**config.mk**
```make
export PLATFORM = sky130hd
export DESIGN_NAME = josephus_survivor_unit
export DESIGN_NICKNAME = d
export VERILOG_FILES = /design/src/rtl/jsu_pkg.sv /design/src/rtl/jsu_ctrl.sv /design/src/rtl/jsu_datapath.sv /design/src/rtl/josephus_survivor_unit.sv
export VERILOG_INCLUDE_DIRS = /design/src /design/src/rtl
export SDC_FILE = /design/constraint.sdc
export NUM_CORES = 1
export LEC_CHECK = 0
export ABC_AREA = 1
export BUFFER_PORTS_ARGS = -buffer_cell sky130_fd_sc_hd__buf_2
export CAP_MARGIN = 15
export CORE_MARGIN = 10
export CORE_UTILIZATION = 50
export DETAILED_ROUTE_END_ITERATION = 8
export HOLD_SLACK_MARGIN = 0.03
export MAX_ROUTING_LAYER = met4
export PLACE_DENSITY = 0.78
export SLEW_MARGIN = 20
export SYNTH_ARGS = -nofsm -noshare
export SYNTH_HDL_FRONTEND = slang
export SYNTH_HIERARCHICAL = 1
export SYNTH_SLANG_ARGS = --single-unit
```
**constraint.sdc**
```tcl
create_clock -name clk -period 16.5 [get_ports clk]
set_clock_uncertainty 0.1 [all_clocks]
set_input_delay 2.475 -clock clk [delete_from_list [all_inputs] [get_ports clk]]
set_output_delay 2.475 -clock clk [all_outputs]
set_load 0.01 [all_outputs]
```
**src/rtl/josephus_survivor_unit_macros.svh**
```systemverilog
// Assertion macros used by the Josephus survivor unit datapath.
`ifndef JOSEPHUS_SURVIVOR_UNIT_MACROS_SVH
`define JOSEPHUS_SURVIVOR_UNIT_MACROS_SVH

`ifndef NO_ASSERTIONS
// Same-cycle implication, checked on clk, masked during rst.
`define JSU_ASSERT_SAME(label, ante, cons) \
  label: assert property (@(posedge clk) disable iff (rst) (ante) |-> (cons)) \
    else $error("assertion failed: same-cycle check");
// Next-cycle implication, checked on clk, masked during rst.
`define JSU_ASSERT_NEXT(label, ante, cons) \
  label: assert property (@(posedge clk) disable iff (rst) (ante) |=> (cons)) \
    else $error("assertion failed: next-cycle check");
`else
`define JSU_ASSERT_SAME(label, ante, cons)
`define JSU_ASSERT_NEXT(label, ante, cons)
`endif

`endif

```
**src/rtl/jsu_pkg.sv**
```systemverilog
// Shared constants and control/status types of the Josephus survivor unit.
`timescale 1ns / 1ps
package jsu_pkg;

  localparam int MAX_PEOPLE_DEF = 64;
  localparam int MAX_STEP_DEF   = 255;

  localparam int RING_W = 7;
  localparam int START_W = 7;
  localparam int STEP_W = 8;
  localparam int SURV_W = 7;
  localparam int IN_DATA_W = 24;
  localparam int OUT_DATA_W = 8;

  localparam logic STATUS_OK = 1'b0;
  localparam logic STATUS_BAD_START = 1'b1;

  typedef struct packed {
    logic load;
    logic clear;
    logic check;
    logic finish;
  } jsu_cmd_t;

  typedef struct packed {
    logic special;
    logic clear_last;
    logic walk_done;
    logic out_free;
  } jsu_stat_t;

endpackage

```
**src/rtl/jsu_ctrl.sv**
```systemverilog
// Sequencer of the Josephus survivor unit: accept, clear, probe/check walk, finish.
`timescale 1ns / 1ps
module jsu_ctrl (
  input  logic             clk,
  input  logic             rst,
  input  logic             in_valid,
  output logic             in_ready,
  input  jsu_pkg::jsu_stat_t stat,
  output jsu_pkg::jsu_cmd_t  cmd
);

  localparam logic [2:0] ST_IDLE  = 3'd0;
  localparam logic [2:0] ST_CLEAR = 3'd1;
  localparam logic [2:0] ST_PROBE = 3'd2;
  localparam logic [2:0] ST_CHECK = 3'd3;
  localparam logic [2:0] ST_FIN   = 3'd4;

  logic [2:0] state;
  logic [2:0] state_next;

  assign in_ready   = (state == ST_IDLE);
  assign cmd.load   = in_valid && in_ready;
  assign cmd.clear  = (state == ST_CLEAR);
  assign cmd.check  = (state == ST_CHECK);
  assign cmd.finish = (state == ST_FIN) && stat.out_free;

  always_comb begin
    state_next = state;
    case (state)
      ST_IDLE: begin
        if (in_valid) state_next = stat.special ? ST_FIN : ST_CLEAR;
      end
      ST_CLEAR: begin
        if (stat.clear_last) state_next = ST_PROBE;
      end
      ST_PROBE: begin
        state_next = ST_CHECK;
      end
      ST_CHECK: begin
        state_next = stat.walk_done ? ST_FIN : ST_PROBE;
      end
      ST_FIN: begin
        if (stat.out_free) state_next = ST_IDLE;
      end
      default: begin
        state_next = ST_IDLE;
      end
    endcase
  end

  always_ff @(posedge clk) begin
    if (rst) begin
      state <= ST_IDLE;
    end else begin
      state <= state_next;
    end
  end

endmodule

```
**src/rtl/jsu_datapath.sv**
```systemverilog
// Datapath of the Josephus survivor unit: ring registers, alive memory, result register.
`timescale 1ns / 1ps
`include "josephus_survivor_unit_macros.svh"
module jsu_datapath #(
  parameter int MAX_PEOPLE = jsu_pkg::MAX_PEOPLE_DEF,
  parameter int MAX_STEP   = jsu_pkg::MAX_STEP_DEF
) (
  input  logic                        clk,
  input  logic                        rst,
  input  logic [jsu_pkg::RING_W-1:0]  ring_size,
  input  logic [jsu_pkg::START_W-1:0] start_position,
  input  logic [jsu_pkg::STEP_W-1:0]  step_count,
  input  jsu_pkg::jsu_cmd_t           cmd,
  output jsu_pkg::jsu_stat_t          stat,
  output logic                        out_valid,
  input  logic                        out_ready,
  output logic [jsu_pkg::SURV_W-1:0]  survivor,
  output logic                        status
);

  localparam int PW = $clog2(MAX_PEOPLE);
  localparam int NW = $clog2(MAX_PEOPLE + 1);
  localparam int CW = $clog2(MAX_STEP + 1);

  logic [NW-1:0] n_sat;
  logic [CW-1:0] k_sat;
  logic          bad_start;

  logic [NW-1:0] n_reg;
  logic [CW-1:0] k_reg;
  logic [PW-1:0] pos;
  logic [PW-1:0] cand;
  logic [PW-1:0] last_pos;
  logic [CW-1:0] count;
  logic [CW-1:0] count_inc;
  logic [NW-1:0] left;
  logic          after_kill;
  logic [PW-1:0] clr_addr;

  logic          alive_mem [MAX_PEOPLE];
  logic          rd_alive;
  logic          mem_we;
  logic [PW-1:0] mem_waddr;
  logic          mem_wdata;
  logic          kill;

  logic [jsu_pkg::SURV_W-1:0] res_surv;
  logic                       res_stat;

  // Saturate the request fields to the ring limits.
  always_comb begin
    if (32'(ring_size) > MAX_PEOPLE) n_sat = NW'(MAX_PEOPLE);
    else n_sat = NW'(ring_size);
    if (step_count == '0) k_sat = CW'(1);
    else if (32'(step_count) > MAX_STEP) k_sat = CW'(MAX_STEP);
    else k_sat = CW'(step_count);
  end

  assign bad_start    = (start_position == '0) || (32'(start_position) > 32'(n_sat));
  assign stat.special = bad_start || (n_sat == NW'(1)) || (k_sat == CW'(1));

  assign last_pos  = PW'(n_reg - NW'(1));
  assign cand      = (pos == last_pos) ? '0 : PW'(pos + PW'(1));
  assign count_inc = CW'(count + CW'(1));
  assign kill      = cmd.check && rd_alive && !after_kill && (count_inc == k_reg);

  assign stat.clear_last = (clr_addr == last_pos);
  assign stat.walk_done  = after_kill && rd_alive && (left == NW'(1));
  assign stat.out_free   = !out_valid || out_ready;

  assign mem_we    = cmd.clear || kill;
  assign mem_waddr = cmd.clear ? clr_addr : cand;
  assign mem_wdata = cmd.clear;

  always_ff @(posedge clk) begin
    if (mem_we) alive_mem[mem_waddr] <= mem_wdata;
    rd_alive <= alive_mem[cand];
  end

  always_ff @(posedge clk) begin
    if (cmd.load) begin
      n_reg      <= n_sat;
      k_reg      <= k_sat;
      pos        <= PW'(32'(start_position) - 1);
      count      <= CW'(1);
      left       <= n_sat;
      after_kill <= 1'b0;
      clr_addr   <= '0;
      if (bad_start) begin
        res_surv <= '0;
        res_stat <= jsu_pkg::STATUS_BAD_START;
      end else if (n_sat == NW'(1)) begin
        res_surv <= jsu_pkg::SURV_W'(1);
        res_stat <= jsu_pkg::STATUS_OK;
      end else begin
        res_surv <= (start_position > jsu_pkg::START_W'(1))
                    ? jsu_pkg::SURV_W'(start_position - jsu_pkg::START_W'(1))
                    : jsu_pkg::SURV_W'(n_sat);
        res_stat <= jsu_pkg::STATUS_OK;
      end
    end else begin
      if (cmd.clear) clr_addr <= PW'(clr_addr + PW'(1));
      if (cmd.check && rd_alive) begin
        pos <= cand;
        if (after_kill) begin
          after_kill <= 1'b0;
          if (left == NW'(1)) begin
            res_surv <= jsu_pkg::SURV_W'(32'(cand) + 1);
            res_stat <= jsu_pkg::STATUS_OK;
          end
        end else if (count_inc == k_reg) begin
          left       <= NW'(left - NW'(1));
          count      <= CW'(1);
          after_kill <= 1'b1;
        end else begin
          count <= count_inc;
        end
      end else if (cmd.check) begin
        pos <= cand;
      end
    end
  end

  always_ff @(posedge clk) begin
    if (rst) begin
      out_valid <= 1'b0;
    end else if (cmd.finish) begin
      out_valid <= 1'b1;
    end else if (out_ready) begin
      out_valid <= 1'b0;
    end
  end

  always_ff @(posedge clk) begin
    if (cmd.finish) begin
      survivor <= res_surv;
      status   <= res_stat;
    end
  end

  `JSU_ASSERT_SAME(a_pos_in_ring, cmd.check, NW'(pos) < n_reg)
  `JSU_ASSERT_SAME(a_count_below_step, cmd.check, (left != '0) && (count < k_reg))
  `JSU_ASSERT_SAME(a_no_kill_of_last, kill, left > NW'(1))

endmodule

```
**src/rtl/josephus_survivor_unit.sv**
```systemverilog
// Top level of the Josephus survivor unit: sequencer plus ring datapath.
//
//  channel   | dir | tdata fields (low bit up)                       | tuser
//  s_axis    | in  | ring_size[6:0] start_position[13:7] step_count[21:14] | none
//  m_axis    | out | survivor[6:0]                                   | status[0]
//
// Order: the request is accepted, every alive mark is set, then the walk
// steps over each ring position (live or dead) in a probe state and a check
// state, as the single-port alive memory has a registered read; the result
// goes to the output register last. Bad starts, a ring of one and a step of
// one skip the clear and the walk and go straight to the finish.
// Reset: rst is synchronous, active high; it idles the sequencer and empties
// the output register. The alive memory needs no reset; each walk clears it first.
// Stalls: a result waits in the output register while the next request is
// taken; a finished walk holds until that register is free.
`timescale 1ns / 1ps
module josephus_survivor_unit #(
  parameter int MAX_PEOPLE = jsu_pkg::MAX_PEOPLE_DEF,
  parameter int MAX_STEP   = jsu_pkg::MAX_STEP_DEF
) (
  input  logic                            clk,
  input  logic                            rst,
  input  logic                            s_axis_tvalid,
  output logic                            s_axis_tready,
  // ring_size[6:0], start_position[13:7], step_count[21:14], zero [23:22]
  input  logic [jsu_pkg::IN_DATA_W-1:0]   s_axis_tdata,
  output logic                            m_axis_tvalid,
  input  logic                            m_axis_tready,
  // survivor[6:0], zero [7]
  output logic [jsu_pkg::OUT_DATA_W-1:0]  m_axis_tdata,
  // status[0]
  output logic [0:0]                      m_axis_tuser
);

  jsu_pkg::jsu_cmd_t  cmd;
  jsu_pkg::jsu_stat_t stat;

  logic [jsu_pkg::SURV_W-1:0] survivor;
  logic                       status;

  // Sequence each request: accept, clear marks, walk, hand over the result.
  jsu_ctrl u_ctrl (
    .clk      (clk),
    .rst      (rst),
    .in_valid (s_axis_tvalid),
    .in_ready (s_axis_tready),
    .stat     (stat),
    .cmd      (cmd)
  );

  // Hold the ring state, the alive memory and the result register.
  jsu_datapath #(
    .MAX_PEOPLE (MAX_PEOPLE),
    .MAX_STEP   (MAX_STEP)
  ) u_datapath (
    .clk            (clk),
    .rst            (rst),
    .ring_size      (s_axis_tdata[6:0]),
    .start_position (s_axis_tdata[13:7]),
    .step_count     (s_axis_tdata[21:14]),
    .cmd            (cmd),
    .stat           (stat),
    .out_valid      (m_axis_tvalid),
    .out_ready      (m_axis_tready),
    .survivor       (survivor),
    .status         (status)
  );

  // Pack the result; pad tdata to a whole byte.
  assign m_axis_tdata = {{(jsu_pkg::OUT_DATA_W - jsu_pkg::SURV_W){1'b0}}, survivor};
  assign m_axis_tuser = status;

endmodule

```
==> metrics.txt, run 1 <==
vias per cell=about 5.4; Initial Util=0.511; number of cell instances on the worst register-to-register path=15; power per standard cell area=approximately 190 mW/mm2; FILL cells=1190; worst-case vdd ir drop=between 0.09 and 0.1 mV; Cell Area, Placed=~0.0074 mm2; number of warnings reported in the yosys synthesis log=6; Worst Hold Margin=roughly 0.32 ns; largest cells by area after synthesis=edfxtp_1 45%, nand2_1 8.0%, nor2_1 6.3%; flip-flop count of the largest register after layout=64; Vert. Die Dim=between 100 and 150 um; WP buf/inv=2; Final Slew Violations=0; final RePlAce weighted congestion=0.897; CP max-delay cell=or2_2; sink of the worst hold path=u_datapath/survivor[4]; Avg Inst Size Synth=approximately 8.7 um2; sequential element share of the synthesized area=0.507; Max stage delay on crit path=between 0.3 and 0.4 ns; global-route wire length before repair=between 20 and 30 mm; Layout area overhead=12.7%; Die ar.=approximately 0.019 mm2; number of enable-type register cells in the synthesized netlist=approximately 110; required time at the worst-slack endpoint=between 15 and 20 ns; antenna violation net count after detailed routing=0; max-cap check violation count=0; setup repair after global routing missed its margin=false; quantity of gates resized following cts=0; clock slew seen by the registers of the worst setup and hold paths=approximately 0.060 ns; headroom to the max-slew limit=0.350; Critical R2R Launch=u_datapath/pos[0]; total wire length after detailed routing=between 15 and 20 mm; most common library cell in the layout ignoring fill and taps=nand2_1; Rows=43; Hold-fix buffers, CTS=0; number of H-tree levels=4; detail-routed net length per standard cell=~15 um; post-synthesis async set-or-reset flop share=0; overall via count from detail_route=5596; initial antenna violation count=0; Overflow after GRT=0; clock sink count=around 130; crit path cell chain=buf_2 > nor2_1 > nand3_1 > o21ai_0 > nand2_1 > ha_1 > a21oi_1 > o21ai_0 > a21oi_1 > o21ai_0 > o21ai_0 > nand2_1 > inv_1 > nand2_1 > or2_2 > o221ai_1; Hold Vio Cnt, Final=0; count of buffers from port buffering=35; Crit. End Element=flip-flop; Setup Crit Path Kind=in2reg; DRC violation total after the first TritonRoute iteration=approximately 580; Num CTS Buffers=17; # IOs=39; number of flip-flops and latches in the synthesized netlist=about 130; number of cells produced by synthesis=around 820; achievable frequency=between 0.2 and 0.25 GHz; kind of cell with the highest combined delay on the critical path=compound AO/OA/AOI/OAI gates; dominant synthesized flop cell=edfxtp_1; Bufs on Longest Clock Path=2; startpoint of the most critical hold path=u_datapath/res_surv[4]; CP dominant cell by count=o21ai_0; Core ar.=0.0139 mm2; type of origin of the critical path=input port; post-CTS setup repair buffer count=0; Register-to-Register Setup Slack=~12 ns; Non-Filler Cell Area, Final=about 0.008 mm2; antenna diode count=0; number of global-route vias before repair=between 5000 and 6000; Leak Pwr=between 3 and 4 nW; Finish-stage setup viols=0; area leader, netlist=edfxtp_1; Pre-Repair DR Iteration Count=5; Tot GR Track Use=0.164; share of cells above drive strength 1=0.146; cell area after synthesis=slightly above 0.007 mm2; HPWL after detailed placement=roughly 11 mm; Reg2Reg Capture Point=u_datapath/alive_mem[30]; Distinct cells, synth=44; CP max FO=5; remaining design rule violation count=0; largest net degree at the start of global routing=a little under 80; die width=~140 um; CTS tree=yes; Final min period=approximately 4.7 ns; Crit path arrival time=~4.9 ns; slew at the pin closest to its max-slew limit=around 0.96 ns; min-delay worst type=reg2reg; syn_nets=roughly 870; result of the run=complete, no violations; hold-critical path depth=0; Yosys top cell area share=0.451; clock root buffer=clkbuf_16; number of nets in the layout=894; clock latency of the later-clocked register in the worst-skew pair=0.42 ns; Setup TNS Final=0 ns; post-route clock period utilization=0.288; most frequent cells in the layout=152 x nand2_1, 119 x nor2_1, 107 x edfxtp_1, 103 x inv_1, 81 x nand3_1
## layer usage
metal  share of wire  GRT usage
met3           0.064     0.0391
met5               0          -
met4           0.018     0.0643
met2            0.49      0.267
met1            0.42      0.192
## cell type report
| class | instances | area, um2 | share of cell area |
|---|---|---|---|
| clock inverter | 15 | 171 | 0.0213 |
| timing repair buffer | 37 | 190 | 0.0237 |
| sequential | 127 | 3610 | 0.450 |
| inverter | 110 | 413 | 0.0514 |
| clock buffer | 17 | 425 | 0.0530 |
| multi-input combinational | 557 | 2990 | 0.373 |
| tap | 180 | 225 | 0.0280 |
## stage by stage
step / worst slack (ns) / total power [mW] / cells / util
floorplan: 11.31 / 0.962 / 821 / -
global placement: 11.45 / 1.12 / 1011 / 0.533
detailed placement: 11.45 / 1.13 / 1011 / 0.533
CTS: 11.81 / 1.51 / 1043 / 0.576
global route: 11.59 / 1.61 / 1043 / 0.576
finish: 11.75 / 1.51 / 1043 / 0.576
## how the worst max path moves through the flow
stage | startpoint | endpoint | slack (ns) | cells after the start
6_report | s_axis_tdata[1] | u_datapath/res_surv[5] | 11.75 | 16
5_1_grt | s_axis_tdata[1] | u_datapath/res_surv[5] | 11.59 | 16
4_1_cts | s_axis_tdata[1] | u_datapath/res_surv[5] | 11.81 | 16
3_5_place_dp | s_axis_tdata[1] | u_datapath/res_surv[5] | 11.45 | 16
3_3_place_gp | s_axis_tdata[1] | u_datapath/res_surv[5] | 11.45 | 16
2_1_floorplan | u_ctrl/state[0] | u_datapath/alive_mem[22] | 11.31 | 8
## cell families after synthesis
group / synth area share
compound gates: 0.0655
xor+xnor: 0.0357
fa+ha+maj: 0.0281
buf+inv: 0.0753
flops: 0.507
other cells: 0.000526
simple gates: 0.288
## synth_stat cells, drive strengths merged (13+ instances only)
master and instances:
a21oi 27, clkbuf 19, dfxtp 20, edfxtp 107, ha 16, inv 109
nand2 158, nand3 92, nand3b 22, nor2 127, nor3 13, o21ai 35
or2 16, xor2 21
## worst reg2reg max path, cell delays in order (launching register included)
cell and delay [ns]:
edfxtp_1 0.45, inv_2 0.56, nand2_1 0.11, nand2_1 0.08
nand2_1 0.06, nor2_1 0.10, nand2_1 0.09, nor2_4 0.15
nand2_2 0.52, nand2_4 0.53, inv_2 0.15, a21oi_4 0.31
inv_2 0.15, nor2_1 0.14, nand2_1 0.20, nor2_1 0.19
## power by group
part | total [mW] | internal (mW) | switching [mW]
Sequential | 0.480 | 0.444 | 0.0358
Clock | 0.373 | 0.236 | 0.137
Combinational | 0.661 | 0.188 | 0.473
Power figures use the tool's default switching activity.
==> inputs of run 2 (changes only) <==
==> constraint.sdc (replaced) <==
create_clock -name clk -period 4.4 [get_ports clk]
set_clock_uncertainty 0.1 [all_clocks]
set_input_delay 0.66 -clock clk [delete_from_list [all_inputs] [get_ports clk]]
set_output_delay 0.66 -clock clk [all_outputs]
set_load 0.01 [all_outputs]
==> metrics.txt, run 2 (synthesized netlist as in run 1, its figures left out) <==
CP max FO=22 (+17); part of the power in registers=0.318 (about the same); Final Slew Violations=0 (unchanged); Num CTS Buffers=17 (unchanged); share of cells above drive strength 1=0.144 (-0.00166); number of nets in the layout=898 (+0.45%); Final Util=0.578 (+0.00135); clock sink count=127 (unchanged); most frequent cells in the layout=152 x nand2_1, 119 x nor2_1, 107 x edfxtp_1, 103 x inv_1, 81 x nand3_1; fraction of power spent switching nets=0.425 (-0.00181); Combinational Power Share=0.440 (+0.004); count of buffers from port buffering=35 (unchanged); initial antenna violation count=0 (unchanged); DRC violation total after the first TritonRoute iteration=639 (+10%); Setup Crit Path Kind=reg2reg; Final min period=~3.4 ns; clock root buffer=clkbuf_16; vias per cell=5.40 (+0.57%); Pre-Repair DR Iteration Count=5 (unchanged); Leak Pwr=3.26 nW (about the same); Hold-fix buffers, CTS=0 (unchanged); Hold Vio Cnt, Final=0 (unchanged); setup repair after global routing missed its margin=false; Vert. Die Dim=139 um (unchanged); worst-case vdd ir drop=0.342 mV (+260%); type of origin of the critical path=flip-flop; overall via count from detail_route=5644 (+0.86%); min-delay worst type=in2reg; Non-Filler Cell Area, Final=0.00805 mm2 (+0.23%); CTS tree=yes; detail-routed net length per standard cell=15.2 um (+0.90%); # IOs=39 (unchanged); global-route wire length before repair=25.6 mm (+0.68%); die width=139 um (unchanged); most common library cell in the layout ignoring fill and taps=nand2_1; Overflow after GRT=0 (unchanged); antenna diode count=0 (unchanged); Initial Util=0.511 (unchanged); FILL cells=1171 (-1.6%); Layout area overhead=13.0%; total area of multi-input combinational cells=0.00300 mm2 (+0.21%); Crit path arrival time=3.50 ns (-1.37 ns); number of cell instances on the worst register-to-register path=18 (+3); HPWL after detailed placement=11.1 mm (+3.3%); clock slew seen by the registers of the worst setup and hold paths=0.06 ns (about the same); flip-flop and latch area=0.00361 mm2 (unchanged); Finish-stage setup viols=0 (unchanged); Tot GR Track Use=0.166 (+0.00214); Rows=43 (unchanged); final RePlAce weighted congestion=0.913 (+1.8%); Core ar.=0.0139 mm2 (unchanged); number of H-tree levels=4 (unchanged); largest net degree at the start of global routing=70 (-9.1%); number of global-route vias before repair=5272 (+1.4%); Setup TNS Final=0 ns (unchanged); slew at the pin closest to its max-slew limit=0.964 ns (-0.000232 ns); achievable frequency=0.295 GHz; Die ar.=0.0194 mm2 (unchanged); result of the run=complete, no violations; post-route clock period utilization=0.771; cell internal power dissipation=3.27 mW (+280%); post-CTS setup repair buffer count=0 (unchanged); required time at the worst-slack endpoint=4.51 ns (-12.11 ns); share of power burned in the clock network=0.242 (-0.004); remaining design rule violation count=0 (unchanged); total wire length after detailed routing=15.9 mm (+1.2%); headroom to the max-slew limit=0.351 (about the same); Cell Area, Placed=0.00746 mm2 (+0.49%); power per standard cell area=705 mW/mm2 (+270%); Bufs on Longest Clock Path=2 (unchanged); hold-critical path depth=2 (+2); clock latency of the later-clocked register in the worst-skew pair=0.42 ns (about the same); Sw Pwr=2.41 mW (+270%); quantity of gates resized following cts=0 (unchanged); Crit. End Element=flip-flop; max-cap check violation count=0 (unchanged); flip-flop count of the largest register after layout=64 (unchanged); antenna violation net count after detailed routing=0 (unchanged)
## run 2: changes by cell type in the layout (fill, tap and decap cells not counted), sizes merged
cell    previous run  this run
clkinv             9         5
clkbuf            17        20
buf               37        41
## run 2: cell type report
class | instances | share of cell area
Clock buffer | 20 | 0.0543
Timing Repair Buffer | 41 | 0.0274
Sequential cell | 127 | 0.449
Multi-Input combinational cell | 557 | 0.372
Inverter | 110 | 0.0513
Clock inverter | 11 | 0.0177
Tap cell | 180 | 0.0280
## run 2: critical path, cell delays in order (launching register included)
cell	delay (ns)
edfxtp_1	0.40
inv_1	0.15
ha_1	0.27
inv_1	0.08
nand2_1	0.08
nand3_1	0.07
nand2_1	0.09
nor2_1	0.04
nand2_1	0.09
nor2_4	0.06
nand2_2	0.10
buf_4	0.31
nand2_4	0.21
inv_1	0.27
ha_1	0.22
inv_1	0.05
nor2_1	0.14
nand2_1	0.11
o32ai_1	0.35
## run 2: power groups by stage
stage | Sequential, mW | Combinational [mW] | Clock [mW]
after floorplan | 1.80 | 1.81 | 0
after global placement | 1.82 | 2.41 | 0
after detailed placement | 1.83 | 2.45 | 0
after CTS | 1.80 | 2.47 | 1.39
after global routing | 1.82 | 2.77 | 1.44
final | 1.81 | 2.50 | 1.37
## run 2: per-layer routing
metal | track usage | wire length [um] | vias up
met2 | 0.267 | 7820 | 191
met1 | 0.193 | 6740 | 2639
met4 | 0.0785 | 353 | 0
met3 | 0.0378 | 944 | 36
li1 | - | - | 2778
met5 | - | 0 | -
## run 2: stage by stage
| stage | total power, mW | hold slack, ns | setup WS, ns | std cells |
|---|---|---|---|---|
| final | 5.68 | 0.304 | 1.01 | 1046 |
| after global routing | 6.03 | 0.296 | 0.748 | 1046 |
| after CTS | 5.66 | 0.291 | 1.04 | 1046 |
| after detailed placement | 4.28 | 0.305 | 1.04 | 1015 |
| after global placement | 4.23 | 0.305 | 1.13 | 1015 |
| after floorplan | 3.60 | 0.300 | 0.633 | 821 |
## run 2: worst paths after layout
| check | startpoint | slack [ns] | end |
|---|---|---|---|
| worst min register to register | u_datapath/res_surv[1] | 0.32 | u_datapath/survivor[1] |
| worst min-delay path | rst | 0.30 | u_datapath/out_valid |
| worst max-delay path | u_datapath/n_reg[0] | 1.01 | u_datapath/res_surv[6] |
| worst max register to register | u_datapath/n_reg[0] | 1.01 | u_datapath/res_surv[6] |
==> inputs of run 3 (changes only) <==
--- a/config.mk
+++ b/config.mk
@@ -14,7 +14,7 @@
 export DETAILED_ROUTE_END_ITERATION = 8
 export HOLD_SLACK_MARGIN = 0.03
 export MAX_ROUTING_LAYER = met4
-export PLACE_DENSITY = 0.78
+export PLACE_DENSITY = 0.81
 export SLEW_MARGIN = 20
 export SYNTH_ARGS = -nofsm -noshare
 export SYNTH_HDL_FRONTEND = slang
==> constraint.sdc (replaced) <==
create_clock -name clk -period 2.9 [get_ports clk]
set_clock_uncertainty 0.1 [all_clocks]
set_input_delay 0.435 -clock clk [delete_from_list [all_inputs] [get_ports clk]]
set_output_delay 0.435 -clock clk [all_outputs]
set_load 0.01 [all_outputs]
==> metrics.txt, run 3 (synthesized netlist as in run 1, its figures left out) <==
Crit path arrival time=2.82 ns (-0.68 ns); FILL cells=1073 (-8.4%); worst-case vdd ir drop=0.552 mV (+61%); Initial Util=0.511 (unchanged); count of buffers from port buffering=35 (unchanged); clock latency of the later-clocked register in the worst-skew pair=0.42 ns (about the same); sink of the worst hold path=u_datapath/out_valid; Register-to-Register Setup Slack=0.10 ns (-0.90 ns); slew at the pin closest to its max-slew limit=0.700 ns (-0.264 ns); headroom to the max-slew limit=0.529 (+0.179); Leak Pwr=3.48 nW (+6.7%); Num CTS Buffers=17 (unchanged); min-delay worst type=in2reg; Cell Area, Placed=0.00768 mm2 (+2.8%); number of nets in the layout=929 (+3.5%); startpoint of the most critical hold path=rst; Final min period=2.80 ns (-0.596 ns); Setup Crit Path Kind=reg2reg; number of cell instances on the worst register-to-register path=14 (-4); Vert. Die Dim=139 um (unchanged); achievable frequency=0.357 GHz (+21%); Core ar.=0.0139 mm2 (unchanged); Non-Filler Cell Area, Final=0.00854 mm2 (+6.0%); antenna diode count=0 (unchanged); number of H-tree levels=4 (unchanged); overall via count from detail_route=5845 (+3.6%); most frequent cells in the layout=149 x nand2_1, 111 x nor2_1, 107 x edfxtp_1, 100 x inv_1, 78 x nand3_1; # IOs=39 (unchanged); flip-flop and latch area=0.00361 mm2 (about the same); largest net degree at the start of global routing=43 (-39%); most common library cell in the layout ignoring fill and taps=nand2_1; Layout area overhead=19.8%; CTS tree=yes; Pre-Repair DR Iteration Count=6 (+1); CP max FO=7 (-68%); type of origin of the critical path=flip-flop; Bufs on Longest Clock Path=2 (unchanged); Crit. End Element=flip-flop; clock sink count=127 (unchanged); clock root buffer=clkbuf_16; Critical R2R Launch=u_datapath/n_reg[1]; detail-routed net length per standard cell=15.8 um (+4.1%); flip-flop count of the largest register after layout=64 (unchanged); power per standard cell area=1120 mW/mm2 (+59%); DRC violation total after the first TritonRoute iteration=623 (-2.5%); final RePlAce weighted congestion=0.962 (+5.3%); Overflow after GRT=0 (unchanged); max-cap check violation count=0 (unchanged); global-route wire length before repair=26.8 mm (+4.8%); antenna violation net count after detailed routing=0 (unchanged); Rows=43 (unchanged); clock slew seen by the registers of the worst setup and hold paths=0.06 ns (about the same); worst slack at placement=-0.121 ns (-1.16 ns); initial antenna violation count=0 (unchanged); Die ar.=0.0194 mm2 (unchanged); Tot GR Track Use=0.173 (+0.00747); post-route clock period utilization=0.965 (+0.193); hold-critical path depth=2 (unchanged); total wire length after detailed routing=17.0 mm (+7.3%); total area of multi-input combinational cells=0.00313 mm2 (+4.5%); Worst Hold Margin=0.0758 ns (-0.228 ns); Finish-stage setup viols=0 (unchanged); HPWL after detailed placement=11.5 mm (+4.0%); Reg2Reg Capture Point=u_datapath/alive_mem[60]; Final Slew Violations=0 (unchanged); vias per cell=5.42 (+0.49%); die width=139 um (unchanged); share of cells above drive strength 1=0.199 (+0.0550); result of the run=complete, no violations; required time at the worst-slack endpoint=2.92 ns (-1.59 ns); number of global-route vias before repair=5525 (+4.8%); post-route setup slack=0.103 ns (-0.904 ns); Hold Vio Cnt, Final=0 (unchanged); remaining design rule violation count=0 (unchanged)
## run 3: power breakdown
part	leakage, nW	switching, mW	internal [mW]	total, mW
Sequential	1.16	0.216	2.52	2.74
Clock	0.314	0.778	1.52	2.30
Combinational	2.01	3.06	1.46	4.52
Total	3.48	4.05	5.51	9.56
## run 3: worst max path at each step
stage,startpoint,end,slack (ns),cells after the start
after floorplan,u_ctrl/state[0],u_datapath/alive_mem[22],0.04,8
after global placement,s_axis_tdata[1],u_datapath/res_surv[2],-0.07,16
after detailed placement,s_axis_tdata[1],u_datapath/res_surv[2],-0.12,16
after CTS,u_datapath/n_reg[1],u_datapath/alive_mem[60],0.03,14
after global routing,u_datapath/n_reg[0],u_datapath/alive_mem[47],-0.05,16
final,u_datapath/n_reg[1],u_datapath/alive_mem[60],0.10,14
## run 3: layout make-up
type                    count  area share
clock inverters             9      0.0132
inverters                 110      0.0488
well taps                 180      0.0264
repair buffers             72      0.0563
multi-input cells         557       0.367
clock buffers              23      0.0649
flip-flops and latches    127       0.423
## run 3: stage by stage
step                instances  setup TNS [ns]   util  power, mW
finish                   1078               0  0.613       9.56
global route             1078          -0.476  0.613       10.1
CTS                      1075               0  0.599       9.15
detailed placement       1043          -0.481  0.551       6.77
global placement         1043          -0.280  0.551       6.67
floorplan                 821               0      -       5.48
## run 3: per-layer routing
metal,GRT usage,up-vias,share of wire
li1,-,2851,-
met3,0.0412,53,0.075
met1,0.198,2689,0.40
met5,-,-,0
met4,0.0851,0,0.034
met2,0.280,252,0.49
## run 3: critical path: stages (launching register included)
cell	delay, ns
edfxtp_1	0.46
inv_2	0.10
ha_4	0.20
xor2_1	0.17
nand2_1	0.07
nor2_1	0.11
nand2_1	0.10
nor2_4	0.19
nand2_8	0.12
nand2_4	0.13
o21ai_4	0.09
buf_4	0.16
nor2_4	0.18
nand3_4	0.15
nor2_1	0.15
## run 3: timing repair
item / CTS / global route
buffers inserted: 0 / 3
hold buffers: 0 / 0
endpoints found under the hold margin: 0 / 0
endpoints found under the setup margin: 10 / 68
gates resized for setup: 2 / 34
pin swaps: 0 / 6
